### config.mk
export PLATFORM = sky130hd
export DESIGN_NAME = bus_name_validator
export DESIGN_NICKNAME = d
export VERILOG_FILES = /design/src/sv/bnv_pkg.sv /design/src/sv/bnv_in_stage.sv /design/src/sv/bnv_step.sv /design/src/sv/bus_name_validator.sv
export SDC_FILE = /design/constraint.sdc
export NUM_CORES = 1
export LEC_CHECK = 0
export CORE_MARGIN = 2
export CORE_UTILIZATION = 30
export DETAILED_ROUTE_END_ITERATION = 10
export DONT_BUFFER_PORTS = 1
export PLACE_DENSITY = 0.54
export REMOVE_ABC_BUFFERS = 1
export SLEW_MARGIN = 10
export SYNTH_ARGS = -nofsm -noshare
export SYNTH_HDL_FRONTEND = slang
export SYNTH_SLANG_ARGS = --single-unit
### constraint.sdc
create_clock -name clk_i -period 7.5 [get_ports clk_i]
set_input_delay 0.375 -clock clk_i [delete_from_list [all_inputs] [get_ports clk_i]]
set_output_delay 0.375 -clock clk_i [all_outputs]
set_load 0.02 [all_outputs]
### src/sv/bnv_pkg.sv
package bnv_pkg;

  localparam int unsigned KindW  = 3;
  localparam int unsigned CharW  = 8;
  localparam int unsigned LenW   = 16;
  localparam int unsigned LimitW = 8;
  localparam int unsigned ElemW  = 2;

  localparam logic [KindW-1:0] KIND_BUS    = 3'd0;
  localparam logic [KindW-1:0] KIND_UNIQUE = 3'd1;
  localparam logic [KindW-1:0] KIND_IFACE  = 3'd2;
  localparam logic [KindW-1:0] KIND_MEMBER = 3'd3;
  localparam logic [KindW-1:0] KIND_PATH   = 3'd4;

  localparam logic [CharW-1:0] CH_NUL        = 8'h00;
  localparam logic [CharW-1:0] CH_COLON      = 8'h3A;
  localparam logic [CharW-1:0] CH_SLASH      = 8'h2F;
  localparam logic [CharW-1:0] CH_DOT        = 8'h2E;
  localparam logic [CharW-1:0] CH_DASH       = 8'h2D;
  localparam logic [CharW-1:0] CH_UNDERSCORE = 8'h5F;
  localparam logic [CharW-1:0] CH_0          = 8'h30;
  localparam logic [CharW-1:0] CH_9          = 8'h39;
  localparam logic [CharW-1:0] CH_LA         = 8'h61;
  localparam logic [CharW-1:0] CH_LZ         = 8'h7A;
  localparam logic [CharW-1:0] CH_UA         = 8'h41;
  localparam logic [CharW-1:0] CH_UZ         = 8'h5A;

  localparam logic [LimitW-1:0] LIMIT_RESET = 8'd255;
  localparam logic [ElemW-1:0]  ELEM_MAX    = 2'd3;
  localparam logic [LenW-1:0]   LEN_MAX     = 16'hFFFF;

  typedef enum logic [2:0] {
    ST_OK          = 3'd0,
    ST_BAD_CHAR    = 3'd1,
    ST_DIGIT_START = 3'd2,
    ST_EMPTY_ELEM  = 3'd3,
    ST_TOO_FEW     = 3'd4,
    ST_TOO_LONG    = 3'd5,
    ST_NO_LEAD     = 3'd6
  } status_e;

  typedef struct packed {
    logic [KindW-1:0] kind;
    logic [CharW-1:0] ch;
  } item_t;

  typedef struct packed {
    logic [KindW-1:0] kind;
    logic             at_start;
    status_e          status;
    logic             has_chars;
    logic [ElemW-1:0] elem_cnt;
    logic [LenW-1:0]  char_cnt;
  } scan_t;

  typedef struct packed {
    status_e         status;
    logic [LenW-1:0] len;
  } result_t;

  function automatic logic is_digit(logic [CharW-1:0] c);
    return (c >= CH_0) && (c <= CH_9);
  endfunction

  function automatic logic is_word(logic [CharW-1:0] c);
    return ((c >= CH_LA) && (c <= CH_LZ)) || ((c >= CH_UA) && (c <= CH_UZ)) ||
           is_digit(c) || (c == CH_UNDERSCORE);
  endfunction

endpackage

### src/sv/bnv_in_stage.sv
module bnv_in_stage import bnv_pkg::*; (
  input  logic  clk_i,
  input  logic  rst_ni,
  input  logic  valid_i,
  output logic  ready_o,
  input  item_t item_i,
  output logic  valid_o,
  input  logic  take_i,
  output item_t item_o
);

  logic  valid_q, valid_d;
  item_t item_q;

  assign ready_o = !valid_q || take_i;
  assign valid_d = valid_i || (valid_q && !take_i);

  always_ff @(posedge clk_i or negedge rst_ni) begin
    if (!rst_ni) begin
      valid_q <= 1'b0;
    end else begin
      valid_q <= valid_d;
    end
  end

  always_ff @(posedge clk_i) begin
    if (valid_i && ready_o) begin
      item_q <= item_i;
    end
  end

  assign valid_o = valid_q;
  assign item_o  = item_q;

endmodule

### src/sv/bnv_step.sv
module bnv_step import bnv_pkg::*; (
  input  scan_t             scan_i,
  input  item_t             item_i,
  input  logic [LimitW-1:0] limit_i,
  output scan_t             scan_o,
  output logic              done_o,
  output result_t           result_o
);

  scan_t            w;
  logic             first;
  logic [CharW-1:0] c;
  logic             dash_ok;
  logic             digit_lead_ok;
  logic [CharW-1:0] sep;
  status_e          fin;

  always_comb begin
    first = scan_i.at_start;
    c     = item_i.ch;
    w     = scan_i;
    if (first) begin
      w.kind      = item_i.kind;
      w.status    = (item_i.kind > KIND_PATH) ? ST_BAD_CHAR : ST_OK;
      w.has_chars = 1'b0;
      w.elem_cnt  = '0;
      w.char_cnt  = '0;
      w.at_start  = 1'b0;
    end

    dash_ok       = (w.kind == KIND_BUS) || (w.kind == KIND_UNIQUE);
    digit_lead_ok = (w.kind == KIND_UNIQUE) || (w.kind == KIND_PATH);
    sep           = (w.kind == KIND_PATH) ? CH_SLASH : CH_DOT;

    // status at the terminator
    if (w.status != ST_OK) begin
      fin = w.status;
    end else if (first && ((w.kind == KIND_UNIQUE) || (w.kind == KIND_PATH))) begin
      fin = ST_NO_LEAD;
    end else if (w.kind == KIND_PATH) begin
      fin = (!w.has_chars && (w.elem_cnt != '0)) ? ST_EMPTY_ELEM : ST_OK;
    end else if (!w.has_chars) begin
      fin = ST_EMPTY_ELEM;
    end else if ((w.kind != KIND_MEMBER) && (w.elem_cnt == '0)) begin
      fin = ST_TOO_FEW;
    end else if (w.char_cnt > {{(LenW-LimitW){1'b0}}, limit_i}) begin
      fin = ST_TOO_LONG;
    end else begin
      fin = ST_OK;
    end

    result_o.status = fin;
    result_o.len    = w.char_cnt;
    done_o          = (c == CH_NUL);
    scan_o          = w;

    if (c == CH_NUL) begin
      scan_o.at_start  = 1'b1;
      scan_o.status    = ST_OK;
      scan_o.has_chars = 1'b0;
      scan_o.elem_cnt  = '0;
      scan_o.char_cnt  = '0;
    end else begin
      if (w.char_cnt != LEN_MAX) begin
        scan_o.char_cnt = w.char_cnt + 1'b1;
      end
      if (w.status == ST_OK) begin
        if (first && (w.kind == KIND_UNIQUE)) begin
          if (c != CH_COLON) begin
            scan_o.status = ST_NO_LEAD;
          end
        end else if (first && (w.kind == KIND_PATH)) begin
          if (c != CH_SLASH) begin
            scan_o.status = ST_NO_LEAD;
          end
        end else if ((c == sep) && (w.kind != KIND_MEMBER)) begin
          if (!w.has_chars) begin
            scan_o.status = ST_EMPTY_ELEM;
          end else begin
            scan_o.has_chars = 1'b0;
            if (w.elem_cnt != ELEM_MAX) begin
              scan_o.elem_cnt = w.elem_cnt + 1'b1;
            end
          end
        end else if (!(is_word(c) || (dash_ok && (c == CH_DASH)))) begin
          scan_o.status = ST_BAD_CHAR;
        end else if (is_digit(c) && !w.has_chars && !digit_lead_ok) begin
          scan_o.status = ST_DIGIT_START;
        end else begin
          scan_o.has_chars = 1'b1;
        end
      end
    end
  end

endmodule

### src/sv/bus_name_validator.sv
// a terminator is held in the input register, then its result is registered in the output register
// throughput: one character per cycle unless stalled, results taken through an output register
// a character waits in the input register only while a terminator meets a full output
// reset: length limit returns to 255, string state clears, no result pending
module bus_name_validator import bnv_pkg::*; (
  input  logic              clk_i,
  input  logic              rst_ni,
  input  logic              cfg_we_i,
  input  logic [LimitW-1:0] cfg_wdata_i,
  input  logic              s_axis_tvalid,
  output logic              s_axis_tready,
  input  logic [CharW-1:0]  s_axis_tdata,   // char_code
  input  logic [KindW-1:0]  s_axis_tuser,   // name_kind
  output logic              m_axis_tvalid,
  input  logic              m_axis_tready,
  output logic [LenW-1:0]   m_axis_tdata,   // length
  output logic [2:0]        m_axis_tuser    // status
);

  item_t             in_item;
  item_t             cur_item;
  logic              cur_valid;
  logic              take;
  logic              out_free;
  logic              done;
  scan_t             scan_q, scan_d;
  result_t           res_d, res_q;
  logic              out_valid_q, out_valid_d;
  logic [LimitW-1:0] limit_q;

  assign in_item.kind = s_axis_tuser;
  assign in_item.ch   = s_axis_tdata;

  bnv_in_stage u_in_stage (
    .clk_i   (clk_i),
    .rst_ni  (rst_ni),
    .valid_i (s_axis_tvalid),
    .ready_o (s_axis_tready),
    .item_i  (in_item),
    .valid_o (cur_valid),
    .take_i  (take),
    .item_o  (cur_item)
  );

  bnv_step u_step (
    .scan_i   (scan_q),
    .item_i   (cur_item),
    .limit_i  (limit_q),
    .scan_o   (scan_d),
    .done_o   (done),
    .result_o (res_d)
  );

  assign out_free    = !out_valid_q || m_axis_tready;
  assign take        = cur_valid && (!done || out_free);
  assign out_valid_d = (take && done) || (out_valid_q && !m_axis_tready);

  always_ff @(posedge clk_i or negedge rst_ni) begin
    if (!rst_ni) begin
      limit_q            <= LIMIT_RESET;
      out_valid_q        <= 1'b0;
      scan_q.kind        <= KIND_BUS;
      scan_q.at_start    <= 1'b1;
      scan_q.status      <= ST_OK;
      scan_q.has_chars   <= 1'b0;
      scan_q.elem_cnt    <= '0;
      scan_q.char_cnt    <= '0;
    end else begin
      out_valid_q <= out_valid_d;
      if (cfg_we_i) begin
        limit_q <= cfg_wdata_i;
      end
      if (take) begin
        scan_q <= scan_d;
      end
    end
  end

  always_ff @(posedge clk_i) begin
    if (take && done) begin
      res_q <= res_d;
    end
  end

  assign m_axis_tvalid = out_valid_q;
  assign m_axis_tdata  = res_q.len;
  assign m_axis_tuser  = res_q.status;

endmodule
After elaboration in Yosys (flattened, before gate mapping). Index checks and enable logic that the tools add are counted.

Bits in registers: 66.

Reductions and logical operators: 41. $lt $le $gt $ge: 8. Add/subtract/negate cells: 2. Multiplexer cells: 29. Equal/unequal tests: 10.

Operators by type and width (count): 3-bit two-way mux (15); 26-bit two-way mux (1); 22-bit two-way mux (1); 1-bit logical AND (17); 16-bit by 1-bit adder with 16-bit output, second input constant (1); 8-bit by 7-bit greater-or-equal comparator with 1-bit output, second input constant (2); 16-bit by 8-bit greater-than comparator with 1-bit output (1); 8-bit by 7-bit <= comparator with 1-bit output, second input constant (2); 16-bit two-way mux (1); 16-bit inequality test, second input constant (1); 8-bit by 6-bit inequality test with 1-bit output, second input constant (2); 1-bit logical OR (11); 8-bit by 6-bit equality test with 1-bit output, second input constant (1); 8-bit by 7-bit equality test with 1-bit output, second input constant (1); 8-bit equality test (1); 8-bit by 6-bit greater-or-equal comparator with 1-bit output, second input constant (1); 8-bit by 6-bit <= comparator with 1-bit output, second input constant (1); 8-bit logical NOT (1); 2-bit two-way mux (4); 1-bit logical NOT (7); 3-bit logical NOT (2); 6-bit two-way mux (1); 1-bit two-way mux (5); 4-bit two-way mux (1); 9 further kinds (9).

Depth between registers and ports, before layout.
Depth after elaboration: 14. Gate-level depth with buffers: 13. Depth with buffers taken out: 9.

Modules after synthesis. A second synthesis with hierarchy kept.

Cells, all modules: 419. Area total of the unflattened synthesis: 4275.4 um^2.

Modules (own cells, without submodules): bus_name_validator (cells an instance 190, area each 2491.1 um^2, times used 1, seq. area each 1457.6 um^2); bnv_step (cells an instance 214, area each 1400.1 um^2, times used 1, seq. area each 0.0 um^2); bnv_in_stage (cells an instance 15, area each 384.1 um^2, times used 1, seq. area each 355.3 um^2).

Worst setup path before layout. No wires, ideal clock.

Path type: reg2reg. Start point: reg scan_q[22] (netlist name). End point: reg scan_q[0] (netlist name). Slack: 4.640 ns. Stages on the path, launching flop included: 13. Period minus slack after synthesis: 2.860 ns. Data arrival time: 2.739 ns. Cell sequence: dfstp_2 -> buf_6 -> buf_2 -> buf_2 -> clkbuf_1 -> nor2b_1 -> ha_1 -> and4_1 -> nand3_2 -> or4_4 -> buf_6 -> nor2b_4 -> a22o_1.

RTL lines: from (decl) (RTL line bus_name_validator.sv:26) `scan_t scan_q, scan_d;`; from (signal assigned) (RTL line bus_name_validator.sv:74) `scan_q <= scan_d;`.

==> impl_metrics.json <==
{
  "startpoint_type": "flip-flop",
  "ys_seq_area_share_pct": 52.4,
  "cp.arrival_ps": 3000,
  "fin_skew_ps": 5.66,
  "synth_edf_count": 30,
  "p_comb_share_pct": 12.5,
  "fin_tns_setup_ps": 0,
  "routed_wl_mm": 7.58,
  "synthTopCellsByArea": "edfxtp_1, dfrtp_1, dfstp_2",
  "fp.dieW_um": 111,
  "critPathSlowestCell": "dfstp_2",
  "placement.cell_area_mm2": 0.00359,
  "netlist-cell-type-count": 59,
  "utilization_pct": 34.3,
  "drc": 0,
  "grt_usage_pct": 12.7,
  "routabilityCongestion": 0.866,
  "path_cells": "nand2b_1, inv_1, ha_1, and4_1, nand3_2, or4_4, nand3_1, o311ai_0, o21ai_0",
  "syn_area_mm2": 0.00346,
  "rsz0062_at_grt": "false",
  "avgRoutedWirePerCell_um": 16.0,
  "rows": 39,
  "power_frac_clock_pct": 40.8,
  "synth.avg_cell_area_um2": 10.7,
  "syn_to_final_growth_pct": 12.2,
  "fmax_ghz": 0.357,
  "path_class": "reg2reg",
  "cts.clk_slew.worst_paths_ps": 50,
  "p_leak_nw": 1.55,
  "tightest_slew_ps": 1170,
  "hold_viol_final": 0,
  "cts_root_buf": "clkbuf_16",
  "cts_buffer_depth": 2,
  "clock_latency_ps": 330,
  "port_buffers": 0,
  "io_pins": 45,
  "dp_hpwl_mm": 5.22,
  "cts_inserted_buffers": 9,
  "synthTopCellsByCount": "edfxtp_1, nand2_1, dfrtp_1",
  "cp.required_ps": 7700,
  "final_max_slew_viol_count": 0,
  "drv_cap": 0,
  "finalSetupViolations": 0,
  "yosys.area.top_type": "edfxtp_1",
  "start_util_pct": 30.6,
  "clock-sinks": 66,
  "viasPerCell": 5.29,
  "rr_endpoint": "scan_q[15]$_DFFE_PN0P_",
  "path_delay_family": "flip-flops",
  "drive_gt1_share_pct": 11.7,
  "outcome": "complete, no violations",
  "die-area_mm2": 0.0124,
  "p_total_w": 0.000915,
  "cts-resized-gates": 0,
  "grt_pass1_vias": 2421,
  "p_per_area_mw_per_mm2": 236,
  "slowest_delay_ps": 970,
  "core_area_mm2": 0.0113,
  "path_depth": 9,
  "ant_nets": 0,
  "reg2reg_slack_ps": 4700,
  "seq_power_share_pct": 46.7,
  "fin_nets": 360,
  "layout_min_cycle_time_ps": 2800,
  "crit_fanout": 39,
  "cts_tree": "yes",
  "ir_worst_vdd_uv": 131,
  "grt_pass1_wl_mm": 12.5,
  "antenna_found_initial": 0,
  "grt_max_degree": 40,
  "endpoint": "scan_q[15]$_DFFE_PN0P_",
  "first_pass_iters": 4,
  "syn_inst": 324,
  "internal_power_w": 0.000676,
  "grt_overflow": 0,
  "htreeDepth": 3,
  "p_sw_share_pct": 26.1,
  "finalCritPeriodShare_pct": 37.4,
  "diodes": 0,
  "final_cell_area_mm2": 0.00388,
  "crit_buf_inv": 1,
  "startpoint": "scan_q[22]$_DFFE_PN1P_",
  "hold_path.class": "in2reg",
  "switchingPower_w": 0.000239,
  "synth_warnings": 0,
  "max-slew-margin-rel_pct": 21.9,
  "initialDrtViolationCount": 161,
  "vias": 2511,
  "synth_top_cell_area_share_pct": 26.0,
  "die_h_um": 111,
  "rr_worst_depth": 9,
  "endpoint_kind": "flip-flop",
  "synth_seq_cells": 66,
  "r2r-start": "scan_q[22]$_DFFE_PN1P_",
  "synth-main-ff-cell": "edfxtp_1",
  "async_flop_share_pct": 54.5
}
## cell families (layout without fill, tap and decap cells)
kind of cell             after synthesis  after routing  share of synthesized area [%]
AO/OA/AOI/OAI                         87             87                           16.6
XOR/XNOR                               1              1                          0.253
adder cells (fa/ha/maj)                9              9                           3.25
buffers and inverters                 27             35                           3.51
flip-flops                            66             66                           52.4
multiplexers                           5              5                           1.55
AND/OR/NAND/NOR                      129            129                           22.4
## through the flow
stage / setup slack, ps / instances / hold slack (ps)
after floorplan: 5080 / 313 / 79.4
after global placement: 4730 / 457 / 81.5
after detailed placement: 4690 / 457 / 81.0
after CTS: 4700 / 475 / 92.5
after global routing: 4440 / 475 / 101
final: 4700 / 475 / 100
## how the worst min path moves through the flow
stage | from | to | slack, ps | depth (start not counted)
after global placement | rst_ni | scan_q[7]$_DFFE_PN0P_ | 80 | 0
final | cfg_we_i | limit_q[6]$_DFFE_PN1P_ | 100 | 1
after detailed placement | rst_ni | scan_q[6]$_DFFE_PN0P_ | 80 | 0
after CTS | cfg_we_i | limit_q[6]$_DFFE_PN1P_ | 90 | 1
after floorplan | rst_ni | m_axis_tvalid$_DFF_PN0_ | 80 | 0
after global routing | cfg_we_i | limit_q[7]$_DFFE_PN1P_ | 100 | 1
## area by class of cell
type	instances	area [µm²]
clock inverter	5	32.5
inverter	16	60.1
multi-input combinational	231	1530
clock buffer	11	233
fill	1132	7440
tap	143	179
sequential	66	1810
timing repair buffer	3	37.5
## metal layers
layer | global-route usage [%] | share of wire, % | vias up
met5 | 0 | 0 | -
met4 | 4.44 | 1.5 | 0
met3 | 3.97 | 3.9 | 11
met2 | 19.1 | 46 | 60
met1 | 17.3 | 49 | 1222
li1 | - | - | 1218
## flip-flops by register name, indices dropped and copies added (netlist names)
signal / cells
scan_q: 26
m_axis_tdata: 16
u_in_stage.item_o: 11
limit_q: 8
m_axis_tuser: 3
m_axis_tvalid: 1
u_in_stage.valid_o: 1
## power groups by stage
stage          Combinational (W)  Clock (W)  Sequential [W]
6_report                0.000114   0.000373        0.000427
5_1_grt                 0.000130   0.000401        0.000431
4_1_cts                 0.000114   0.000384        0.000427
3_5_place_dp            0.000108          0        0.000433
3_3_place_gp            0.000106          0        0.000433
2_1_floorplan          0.0000840          0        0.000427
## cell usage in the layout, fill, tap and decap left out, types with 3 or more instances in the layout
cell type | synthesis | layout
a21oi_1 | 12 | 12
o21ai_1 | 6 | 6
a21o_1 | 8 | 8
ha_1 | 9 | 9
nor4_1 | 6 | 6
inv_1 | 16 | 16
and2b_1 | 3 | 3
nand3b_1 | 4 | 4
o21bai_1 | 3 | 3
a31oi_1 | 5 | 5
nand4_1 | 8 | 8
nand2b_1 | 9 | 9
nor3_1 | 3 | 3
and2_1 | 5 | 5
a211o_1 | 3 | 3
dfstp_2 | 9 | 9
nor2_1 | 13 | 12
a22o_1 | 4 | 4
o21ai_0 | 25 | 25
o221ai_1 | 3 | 3
edfxtp_1 | 30 | 30
and3_1 | 4 | 4
dfrtp_1 | 27 | 27
nand2_1 | 30 | 30
nor2b_1 | 17 | 17
nand3_1 | 7 | 7
mux2_2 | 3 | 3
clkbuf_16 | 0 | 9
## timing repair
action	CTS	global route
hold buffers	2	0
setup endpoints to repair	0	0
setup buffers	0	0
hold endpoints to repair	36	0
No activity file was read; power rests on OpenSTA's default activity.
